### config.mk
export PLATFORM = sky130hd
export DESIGN_NAME = ipk_ctrl
export DESIGN_NICKNAME = d
export VERILOG_FILES = /design/src/rtl/ipk_pkg.sv /design/src/rtl/ipk_ctrl.sv
export SDC_FILE = /design/constraint.sdc
export NUM_CORES = 1
export LEC_CHECK = 0
export BUFFER_PORTS_ARGS = -buffer_cell sky130_fd_sc_hd__buf_4
export CORE_AREA = 2 2 39 41
export DETAILED_ROUTE_END_ITERATION = 6
export DIE_AREA = 0 0 41 43
export PLACE_DENSITY = 0.43
export REMOVE_ABC_BUFFERS = 1
export SYNTH_ARGS = -nofsm -noshare
export SYNTH_HDL_FRONTEND = slang
export SYNTH_SLANG_ARGS = --single-unit
### constraint.sdc
create_clock -name clk -period 1.23 [get_ports clk]
set_input_delay 0.0615 -clock clk [delete_from_list [all_inputs] [get_ports clk]]
set_output_delay 0.0615 -clock clk [all_outputs]
set_load 0.01 [all_outputs]
### src/rtl/ipk_pkg.sv
`timescale 1ns / 1ps
package ipk_pkg;

  localparam logic [1:0] PH_IDLE = 2'd0;
  localparam logic [1:0] PH_DIT  = 2'd1;
  localparam logic [1:0] PH_DAH  = 2'd2;
  localparam logic [1:0] PH_GAP  = 2'd3;

  localparam logic EL_DIT = 1'b0;
  localparam logic EL_DAH = 1'b1;

  localparam logic [1:0] EV_NONE   = 2'd0;
  localparam logic [1:0] EV_START  = 2'd1;
  localparam logic [1:0] EV_FINISH = 2'd2;

  localparam logic [1:0] ARM_NONE = 2'd0;
  localparam logic [1:0] ARM_DIT  = 2'd1;
  localparam logic [1:0] ARM_DAH  = 2'd2;

  localparam logic [1:0] LINE_DIT = 2'd0;
  localparam logic [1:0] LINE_DAH = 2'd1;

  localparam logic [1:0] COMBO_BOTH = 2'd3;

  localparam logic [2:0] REG_SPEED  = 3'd0;
  localparam logic [2:0] REG_DASH   = 3'd1;
  localparam logic [2:0] REG_GAP    = 3'd2;
  localparam logic [2:0] REG_DITW   = 3'd3;
  localparam logic [2:0] REG_WOPEN  = 3'd4;
  localparam logic [2:0] REG_WCLOSE = 3'd5;
  localparam logic [2:0] REG_MODES  = 3'd6;

  localparam int OUT_BITS = 48;
  localparam logic [20:0] DIT_BASE = 21'd1200000;

  // reciprocals for exact floor division of operands below 2^29
  localparam logic [29:0] RECIP_50 = 30'd687194768;  // ceil(2^35 / 50)
  localparam logic [28:0] RECIP_10 = 29'd429496730;  // ceil(2^32 / 10)

  // commands from controller to datapath
  typedef struct packed {
    logic load;        // capture input item, start work
    logic div_start;   // start base dit divide
    logic mul_dit;     // quotient times dit weight
    logic scale_dit;   // dit length from the weighted quotient
    logic mul_len;     // dit length times dash and gap weights
    logic scale_len;   // dah and gap lengths
    logic win_mul;     // window products
    logic apply;       // commit state and build result
  } ipk_cmd_t;

  typedef struct packed {
    logic div_done;
  } ipk_sts_t;

endpackage

### src/rtl/ipk_ctrl.sv
`timescale 1ns / 1ps
module ipk_ctrl (
  input  logic           clk,
  input  logic           rst,
  input  logic           in_valid,
  output logic           in_ready,
  output logic           out_valid,
  input  logic           out_ready,
  input  ipk_pkg::ipk_sts_t sts,
  output ipk_pkg::ipk_cmd_t cmd
);
  import ipk_pkg::*;

  localparam logic [2:0] S_IDLE  = 3'd0;
  localparam logic [2:0] S_DIV   = 3'd1;
  localparam logic [2:0] S_MDIT  = 3'd2;
  localparam logic [2:0] S_SDIT  = 3'd3;
  localparam logic [2:0] S_MLEN  = 3'd4;
  localparam logic [2:0] S_SLEN  = 3'd5;
  localparam logic [2:0] S_APPLY = 3'd6;
  localparam logic [2:0] S_OUT   = 3'd7;

  logic [2:0] state, state_next;
  logic accept;

  assign accept = in_valid && in_ready;
  // one item in flight; input opens again once the result is taken
  assign in_ready = (state == S_IDLE);
  assign out_valid = (state == S_OUT);

  always_comb begin
    state_next = state;
    cmd = '0;
    case (state)
      S_IDLE: begin
        if (accept) begin
          cmd.load = 1'b1;
          cmd.div_start = 1'b1;
          state_next = S_DIV;
        end
      end
      S_DIV: begin
        if (sts.div_done) state_next = S_MDIT;
      end
      S_MDIT: begin
        cmd.mul_dit = 1'b1;
        state_next = S_SDIT;
      end
      S_SDIT: begin
        cmd.scale_dit = 1'b1;
        state_next = S_MLEN;
      end
      S_MLEN: begin
        cmd.mul_len = 1'b1;
        state_next = S_SLEN;
      end
      S_SLEN: begin
        cmd.scale_len = 1'b1;
        cmd.win_mul = 1'b1;
        state_next = S_APPLY;
      end
      S_APPLY: begin
        cmd.apply = 1'b1;
        state_next = S_OUT;
      end
      S_OUT: begin
        if (out_ready) state_next = S_IDLE;
      end
      default: state_next = S_IDLE;
    endcase
  end

  always_ff @(posedge clk) begin
    if (rst) state <= S_IDLE;
    else state <= state_next;
  end

endmodule

==> impl_metrics.json <==
{
  "netlist.area_leader.share_pct": 26.7,
  "fin_area_sq_um": 360,
  "power_density_nw_per_um2": 1160,
  "grt_usage_pct": 7.52,
  "synth_compound_gate_area_share_pct": 13.9,
  "start_util_pct": 16.3,
  "cts_buffer_depth": 2,
  "worstSkewPairLatency_ps": 230,
  "row_count": 14,
  "r2r_cells": 2,
  "ys_seq_area_share_pct": 26.7,
  "cp-start-kind": "flop",
  "status": "finished clean",
  "cts_tree": "yes",
  "antenna-diode-count": 0,
  "antenna_found_initial": 0,
  "overflow": 0,
  "die_h_microns": 43,
  "cts-root-buf": "clkbuf_4",
  "dr.first_iter.drc_count": 4,
  "clk_pin_slew_worst_paths_ps": 40,
  "drc_errors": 0,
  "worst_pin_slew_ps": 267,
  "crit_family": "flip-flops",
  "p_total_w": 0.000419,
  "min_path_cells": 3,
  "final_nets": 49,
  "combPwrFrac_pct": 25.8,
  "portBuffers": 14,
  "worstPathCellList": "nor3_2 -> and2_1 -> buf_4",
  "cp-startpoint": "state[0]",
  "placed_cell_area_sq_um": 320,
  "htree_num_levels": 1,
  "core_area_sq_um": 1380,
  "final_cells": 59,
  "worstSetupPathType": "flop to primary output",
  "rsz0062_at_grt": "false",
  "yosysTopAreaCell": "dfxtp_1",
  "final_cell_mix": "14 x buf_4, 3 x nor2_1, 3 x clkbuf_4, 3 x dfxtp_2",
  "synthCells": 29,
  "synth.distinct_cells": 18,
  "drive_above_1_share_pct": 48.8,
  "synth_top_family_by_area": "simple AND/OR/NAND/NOR gates",
  "synth.mux.area_fraction_pct": 0,
  "min-delay-start": "in_valid",
  "synth_adder_area_share_pct": 0,
  "final_common_cell": "buf_4",
  "power.internal_w": 0.000299,
  "drtPass1Iterations": 4,
  "ys_ff_latch": 3,
  "ff2ff_setup_slack_ps": 250,
  "crit_path_end_kind": "primary output",
  "die_x_microns": 41,
  "grt_pass1_vias": 209,
  "regMostFlops": "state",
  "critPathBufInv": 1,
  "top_regs": "state x3",
  "p_sw_w": 0.000120,
  "ant_nets": 0,
  "peakVddDrop_uv": 261,
  "grt_pass1_wl_microns": 841,
  "numCtsBuffers": 3,
  "setup-tns-final_ps": 0,
  "largest_reg_flops": 3,
  "num_vias": 241,
  "period_needed_ps": 1140,
  "pwr-share-clk_pct": 40.0,
  "drv_slew": 0,
  "switching_share_pct": 28.7,
  "fillCellCount": 158,
  "yosys_warnings": 0,
  "multi_input_area_sq_um": 135,
  "finalSetupViolCount": 0,
  "routed_wirelength_microns": 532,
  "hp-class": "primary input to flop",
  "hold_viol": 0,
  "wl_per_cell_microns": 9.02,
  "slowest_delay_ps": 370,
  "worstPathArrival_ps": 1080,
  "regArea_sq_um": 63.8,
  "power_leakage_nw": 0.168,
  "slew_headroom_pct": 82.0,
  "grt_start_max_net_pins": 15,
  "worst_path_max_delay_cell": "dfxtp_2",
  "crit_fanout": 12,
  "synth_xor_area_share_pct": 0,
  "die_area_sq_um": 1760,
  "dp.cells": 54,
  "routabilityCongestion": 0.652,
  "ys_top_cells_by_area": "dfxtp_1 27%, and3b_1 7.8%, buf_2 6.7%",
  "r2r_start": "state[1]",
  "via_per_inst": 4.08,
  "syn_to_final_growth_pct": 60.0,
  "hold-path-endpoint": "state[0]",
  "cts.sinks": 3,
  "io_pins": 15,
  "seq_power_share_pct": 34.2,
  "skew_ps": 0.501,
  "synthSimpleGateAreaFrac_pct": 46.1,
  "syn_area_sq_um": 225,
  "cap_violations": 0,
  "cp_data_required_time_ps": 1170,
  "fmax_ghz": 0.873,
  "path_depth": 3,
  "regToRegEndpoint": "state[0]",
  "period_share_pct": 93.1,
  "synth.avg_cell_area_sq_um": 7.77
}
worst register-to-register path: stages (launching register included):
cell	delay, ps
dfxtp_2	370
o311a_1	370
nor3_1	160
worst max path at each step:
| stage | endpoint | slack (ps) |
|---|---|---|
| after floorplan | cmd[6] | 240 |
| after global routing | cmd[7] | 10 |
| final | cmd[7] | 90 |
| after detailed placement | state[0] | 160 |
| after global placement | state[1] | 120 |
| after CTS | cmd[7] | 70 |
power by group through the flow:
stage / clock (W) / sequential (W) / combinational (W)
floorplan: 0 / 0.000134 / 0.0000541
CTS: 0.000177 / 0.000143 / 0.000107
detailed placement: 0 / 0.000142 / 0.000107
global route: 0.000191 / 0.000148 / 0.000115
global placement: 0 / 0.000143 / 0.000107
finish: 0.000167 / 0.000143 / 0.000108
per-layer routing:
| layer | share of wire [%] | GRT usage (%) |
|---|---|---|
| met4 | 0 | 8.00 |
| met1 | 37 | 7.37 |
| met2 | 62 | 10.6 |
| met3 | 1.1 | 3.14 |
| met5 | 0 | 0 |
cells in the mapped netlist, drive strengths merged:
cell type	number
buf	5
dfxtp	3
nor2	3
nor3	3
and3b	2
nand2	2
nor3b	2
a21oi	1
a311oi	1
and2	1
and3	1
nand2b	1
nand3b	1
nor4	1
o21bai	1
o311a	1
logic make-up (layout without fill, tap and decap cells):
group	Yosys count	after routing
AOI/OAI and AO/OA	4	4
buffers and inverters	5	19
DFF	3	3
and+or+nand+nor	17	17
layout make-up:
type / count / share of cell area [%]
Timing Repair Buffer: 15 / 31.9
Sequential cell: 3 / 17.7
Clock buffer: 4 / 7.29
Multi-Input combinational cell: 21 / 37.5
Tap cell: 16 / 5.56
metrics by stage:
stage	util [%]	hold WS [ps]	setup slack (ps)
6_report	26.0	121	85.1
5_1_grt	26.0	119	14.5
4_1_cts	25.3	1.11	68.2
3_5_place_dp	23.1	253	161
3_3_place_gp	23.1	256	122
2_1_floorplan	-	140	238
timing repair:
item | CTS | global route
hold buffers | 0 | 1
resized for setup | 3 | 0
buffers inserted | 0 | 0
setup endpoints to repair | 6 | 0
hold endpoints to repair | 0 | 3
Note: power is estimated with default switching activity, not from simulation.
